--- src/rtl/hfcg_pkg.sv ---
// shared types, register indexes and divider constants of the coefficient generator
`default_nettype none
package hfcg_pkg;

  localparam int CFG_IDX_W = 3;
  localparam int CFG_DATA_W = 13;

  localparam logic [CFG_IDX_W-1:0] REG_GAMMA_HIGH = 3'd0;
  localparam logic [CFG_IDX_W-1:0] REG_GAMMA_LOW  = 3'd1;
  localparam logic [CFG_IDX_W-1:0] REG_CUTOFF     = 3'd2;
  localparam logic [CFG_IDX_W-1:0] REG_SHARPNESS  = 3'd3;
  localparam logic [CFG_IDX_W-1:0] REG_PLANE_ROWS = 3'd4;
  localparam logic [CFG_IDX_W-1:0] REG_PLANE_COLS = 3'd5;

  // flags that ride along with each word
  typedef struct packed {
    logic big;      // exponent argument past the range, exp term is zero
    logic d2_zero;  // coordinate sits on the center
  } tag_t;

  // ceil(2^34 / n) for the series terms
  function automatic logic [34:0] term_recip(input logic [3:0] n);
    logic [34:0] m;
    case (n)
      4'd1:    m = 35'd17179869184;
      4'd2:    m = 35'd8589934592;
      4'd3:    m = 35'd5726623062;
      4'd4:    m = 35'd4294967296;
      4'd5:    m = 35'd3435973837;
      4'd6:    m = 35'd2863311531;
      4'd7:    m = 35'd2454267027;
      4'd8:    m = 35'd2147483648;
      4'd9:    m = 35'd1908874354;
      4'd10:   m = 35'd1717986919;
      4'd11:   m = 35'd1561806290;
      4'd12:   m = 35'd1431655766;
      default: m = 35'd0;
    endcase
    return m;
  endfunction

endpackage
`default_nettype wire

--- src/rtl/hfcg_div_pipe.sv ---
// pipelined restoring divider, one quotient bit per stage
`default_nettype none
module hfcg_div_pipe #(
  parameter int QW = 30,
  parameter int DW = 18
) (
  input  wire logic          clk,
  input  wire logic          rst,
  input  wire logic          in_valid,
  input  wire logic [DW-1:0] in_rem,
  input  wire logic [QW-1:0] in_low,
  input  wire logic [DW-1:0] in_div,
  input  hfcg_pkg::tag_t     in_tag,
  output logic               out_valid,
  output logic [QW-1:0]      out_quot,
  output hfcg_pkg::tag_t     out_tag
);
  import hfcg_pkg::*;

  logic [QW-1:0] vld;
  logic [DW-1:0] rem  [QW];
  logic [QW-1:0] low  [QW];
  logic [QW-1:0] quot [QW];
  logic [DW-1:0] dv   [QW];
  tag_t          tg   [QW];

  always_ff @(posedge clk) begin
    if (rst) begin
      vld <= '0;
    end else begin
      vld <= {vld[QW-2:0], in_valid};
    end
  end

  for (genvar i = 0; i < QW; i++) begin : g_stage
    logic [DW-1:0] c_rem;
    logic [QW-1:0] c_low;
    logic [QW-1:0] c_quot;
    logic [DW-1:0] c_dv;
    tag_t          c_tg;
    logic [DW:0]   trial;
    logic          ge;

    if (i == 0) begin : g_first
      assign c_rem  = in_rem;
      assign c_low  = in_low;
      assign c_quot = '0;
      assign c_dv   = in_div;
      assign c_tg   = in_tag;
    end else begin : g_next
      assign c_rem  = rem[i-1];
      assign c_low  = low[i-1];
      assign c_quot = quot[i-1];
      assign c_dv   = dv[i-1];
      assign c_tg   = tg[i-1];
    end

    assign trial = {c_rem, c_low[QW-1]};
    assign ge    = trial >= {1'b0, c_dv};

    always_ff @(posedge clk) begin
      rem[i]  <= ge ? DW'(trial - {1'b0, c_dv}) : trial[DW-1:0];
      low[i]  <= {c_low[QW-2:0], 1'b0};
      quot[i] <= {c_quot[QW-2:0], ge};
      dv[i]   <= c_dv;
      tg[i]   <= c_tg;
    end
  end

  assign out_valid = vld[QW-1];
  assign out_quot  = quot[QW-1];
  assign out_tag   = tg[QW-1];

endmodule
`default_nettype wire

--- config.mk ---
export PLATFORM = sky130hd
export DESIGN_NAME = hfcg_div_pipe
export DESIGN_NICKNAME = d
export VERILOG_FILES = /design/src/rtl/hfcg_pkg.sv /design/src/rtl/hfcg_div_pipe.sv
export SDC_FILE = /design/constraint.sdc
export NUM_CORES = 2
export LEC_CHECK = 0
export BUFFER_PORTS_ARGS = -buffer_cell sky130_fd_sc_hd__buf_2
export CAP_MARGIN = 10
export CORE_ASPECT_RATIO = 0.75
export CORE_MARGIN = 5
export CORE_UTILIZATION = 40
export DETAILED_ROUTE_END_ITERATION = 10
export PLACE_DENSITY = 0.63
export SLEW_MARGIN = 10
export SYNTH_ARGS = -nofsm -noshare
export SYNTH_HDL_FRONTEND = slang
export SYNTH_SLANG_ARGS = --single-unit
--- constraint.sdc ---
create_clock -name clk -period 6.47 [get_ports clk]
set_input_delay 0.647 -clock clk [delete_from_list [all_inputs] [get_ports clk]]
set_output_delay 0.647 -clock clk [all_outputs]
set_load 0.02 [all_outputs]
==> reports/metrics.cfg <==
[timing]
fin_setup_tns_ns=0
whs_ns=0.0855
fmax_mhz=276
min_period_ns=3.63
finalClockSkew_ns=0.0719
slew_headroom_pct=29.6
setup_viol=0
tightest_slew_ns=1.06
grt_setup_unrepaired=false
drv_slew=0
fin_crit_sh_pct=56.1
hold_viol=0

[logic_synthesis]
ys_warn_count=0
synth_area_per_cell_um2=10.6
ys_types=89
seq_area_frac_synth_pct=55.4
synth_cells=6954
async_flop_share_pct=0
synthFlopType=dfxtp_1
synth_area_um2=73500
synth-edff-count=0
synth_seq_cells=2034
syn_nets=7594

[floorplanning]
fp.dieW_um=505
die_area_um2=192000
fp.dieH_um=381
fp-row-count=136
core_um2=183000
start_util_pct=40.2
ios=104

[route]
viasPerCell=4.88
drcViolationCount=0
drt_iter0_markers=3419
wl_um=145000
wl_per_cell_um=14.9
drtAntennaViolNets=0
vias=47671
detail_route.first_pass.iterations=6

[worst_setup_path]
path_max_fanout=25
critPathKind=register to register
cp-start-kind=register
critPathCaptureType=register
slowest_stage=o311a_1
crit_path_max_incr_delay_ns=0.89
path_cells=inv_1 -> ha_1 -> nor2b_1 -> o21a_1 -> o21ai_1 -> a31oi_1 -> a22oi_1 -> o311a_1 -> inv_2 -> mux2_2
arrival_ns=4.31
required_ns=7.15

[layout]
final_area_um2=84000
layout_common_cells=2034 x dfxtp_1, 685 x inv_1, 540 x ha_1, 505 x a21oi_1, 412 x o21ai_0
final_util_pct=45.9
multi_input_area_um2=29700
area_growth_syn_to_layout_pct=14.3
mostFrequentLayoutCell=dfxtp_1
seqCellArea_um2=40700
nets=7834
fillers=16836
final_layout_size_suffix_gt1_share_pct=9.43

[pwr]
power_frac_comb_pct=38.4
p_leak_nw=37.3
power_frac_clock_pct=24.5
power.internal_w=0.0310
p_seq_share_pct=37.1
sw_frac_of_total_pct=34.9
ir_worst_vdd_mv=0.303
power_density_nw_per_um2=567
total_power_w=0.0476
p_switching_w=0.0166

[place]
gp_congestion=0.882
io_buffer_count=103
place_hpwl_um=108000
place_area_um2=76700

[global_route]
grt_pass1_vias=45838
grt-ovfl-total=0
grt_pass1_wl_um=237000
grt_use_total_pct=14.8
grt_max_degree=37
antenna_found_initial=4

[clock_network]
cts_sinks=2034
cts_tree=yes
clk_latency_ns=0.85
cts_setup_buffers=0
clkTransAtPathRegs_ns=0.06
clock-root-buffer=clkbuf_16
clk_path_buf_depth=3
cts-buffers-inserted=192
htree_levels=4

[outcome]
status=finished clean

[run]
drv_cap=0

[min_path]
worstHoldPathType=input pin to register

[repair_timing]
action                    in CTS  in global routing
hold buffers                  49                  0
gates resized for setup        0                  0
hold endpoints to repair      49                  0
[worst paths after layout]
check,start,end,slack [ns],cells past startpoint
setup / recovery,dv[0][1]$_DFF_P_,rem[0][27]$_DFF_P_,2.84,10
hold reg to reg,tg[1][3]$_DFF_P_,tg[1][5]$_DFF_P_,0.27,0
hold / removal,in_valid,vld[0]$_SDFF_PP0_,0.09,2
setup reg to reg,dv[0][1]$_DFF_P_,rem[0][27]$_DFF_P_,2.84,10
[cell type report]
| type | instances | area share, % |
|---|---|---|
| antenna | 2 | 0.00596 |
| sequential | 2034 | 48.5 |
| timing repair buffer | 171 | 1.37 |
| inverter | 686 | 3.06 |
| clock buffer | 262 | 6.53 |
| tap | 2415 | 3.60 |
| multi-input combinational | 4109 | 35.4 |
| clock inverter | 83 | 1.58 |
[metal layers]
layer / track usage (%) / up-vias / wire (µm)
met5: 0 / - / 13
met3: 3.50 / 187 / 8950
met1: 21.6 / 22105 / 73500
li1: - / 24348 / -
met2: 22.0 / 1029 / 60100
met4: 3.53 / 2 / 2470
[through the flow]
stage	instances	worst slack, ns
2_1_floorplan	6954	3.60
3_3_place_gp	9366	2.90
3_5_place_dp	9366	2.92
4_1_cts	9760	3.00
5_1_grt	9760	2.59
6_report	9762	2.84
[registers in the layout (all words and copies together) (netlist names)]
register	flops
dv	522
tg	60
vld	30
rem	522
quot	465
low	435
[synthesized netlist by cell type (24+ instances only)]
cell	number	share of area, %
and3_1	30	0.26
xor2_1	166	2.0
nand2_1	374	1.9
o31ai_1	38	0.39
ha_1	540	9.2
o21bai_1	64	0.65
clkbuf_1	75	0.38
o22ai_1	24	0.20
inv_1	685	3.5
mux2_2	191	2.9
nor3_1	67	0.46
xnor2_1	215	2.6
o31a_1	30	0.36
o21ai_0	412	2.8
o21a_1	104	1.1
dfxtp_1	2034	55
nand4_1	80	0.68
a21o_1	167	1.7
buf_2	38	0.26
a21oi_1	509	3.5
a31oi_1	58	0.49
nand3_1	108	0.74
a211oi_1	71	0.73
nor2b_1	93	0.79
fa_1	29	0.79
nor2_1	351	1.8
nand2b_1	70	0.60
[power groups by stage]
| stage | clock network, W | logic (W) | registers (W) |
|---|---|---|---|
| 6_report | 0.0117 | 0.0183 | 0.0176 |
| 3_5_place_dp | 0 | 0.0179 | 0.0180 |
| 2_1_floorplan | 0 | 0.0144 | 0.0174 |
| 5_1_grt | 0.0126 | 0.0205 | 0.0180 |
| 4_1_cts | 0.0121 | 0.0181 | 0.0177 |
| 3_3_place_gp | 0 | 0.0176 | 0.0180 |
[cell families after synthesis]
| group | count (synthesis) | synth area share [%] |
|---|---|---|
| buf+inv | 811 | 4.31 |
| compound gates | 1669 | 14.2 |
| fa+ha+maj | 569 | 9.99 |
| xor+xnor | 381 | 4.54 |
| mux | 224 | 3.44 |
| simple gates | 1266 | 8.13 |
| flops | 2034 | 55.4 |
[critical path, delay by kind of cell, from the launching register on]
family / cells / cell delay [ns]
AO/OA/AOI/OAI: 5 / 2.14
adder cells (fa/ha/maj): 1 / 0.29
buffers and inverters: 2 / 0.28
flip-flops: 1 / 0.32
multiplexers: 1 / 0.33
AND/OR/NAND/NOR: 1 / 0.14
Power figures use the tool's default switching activity.
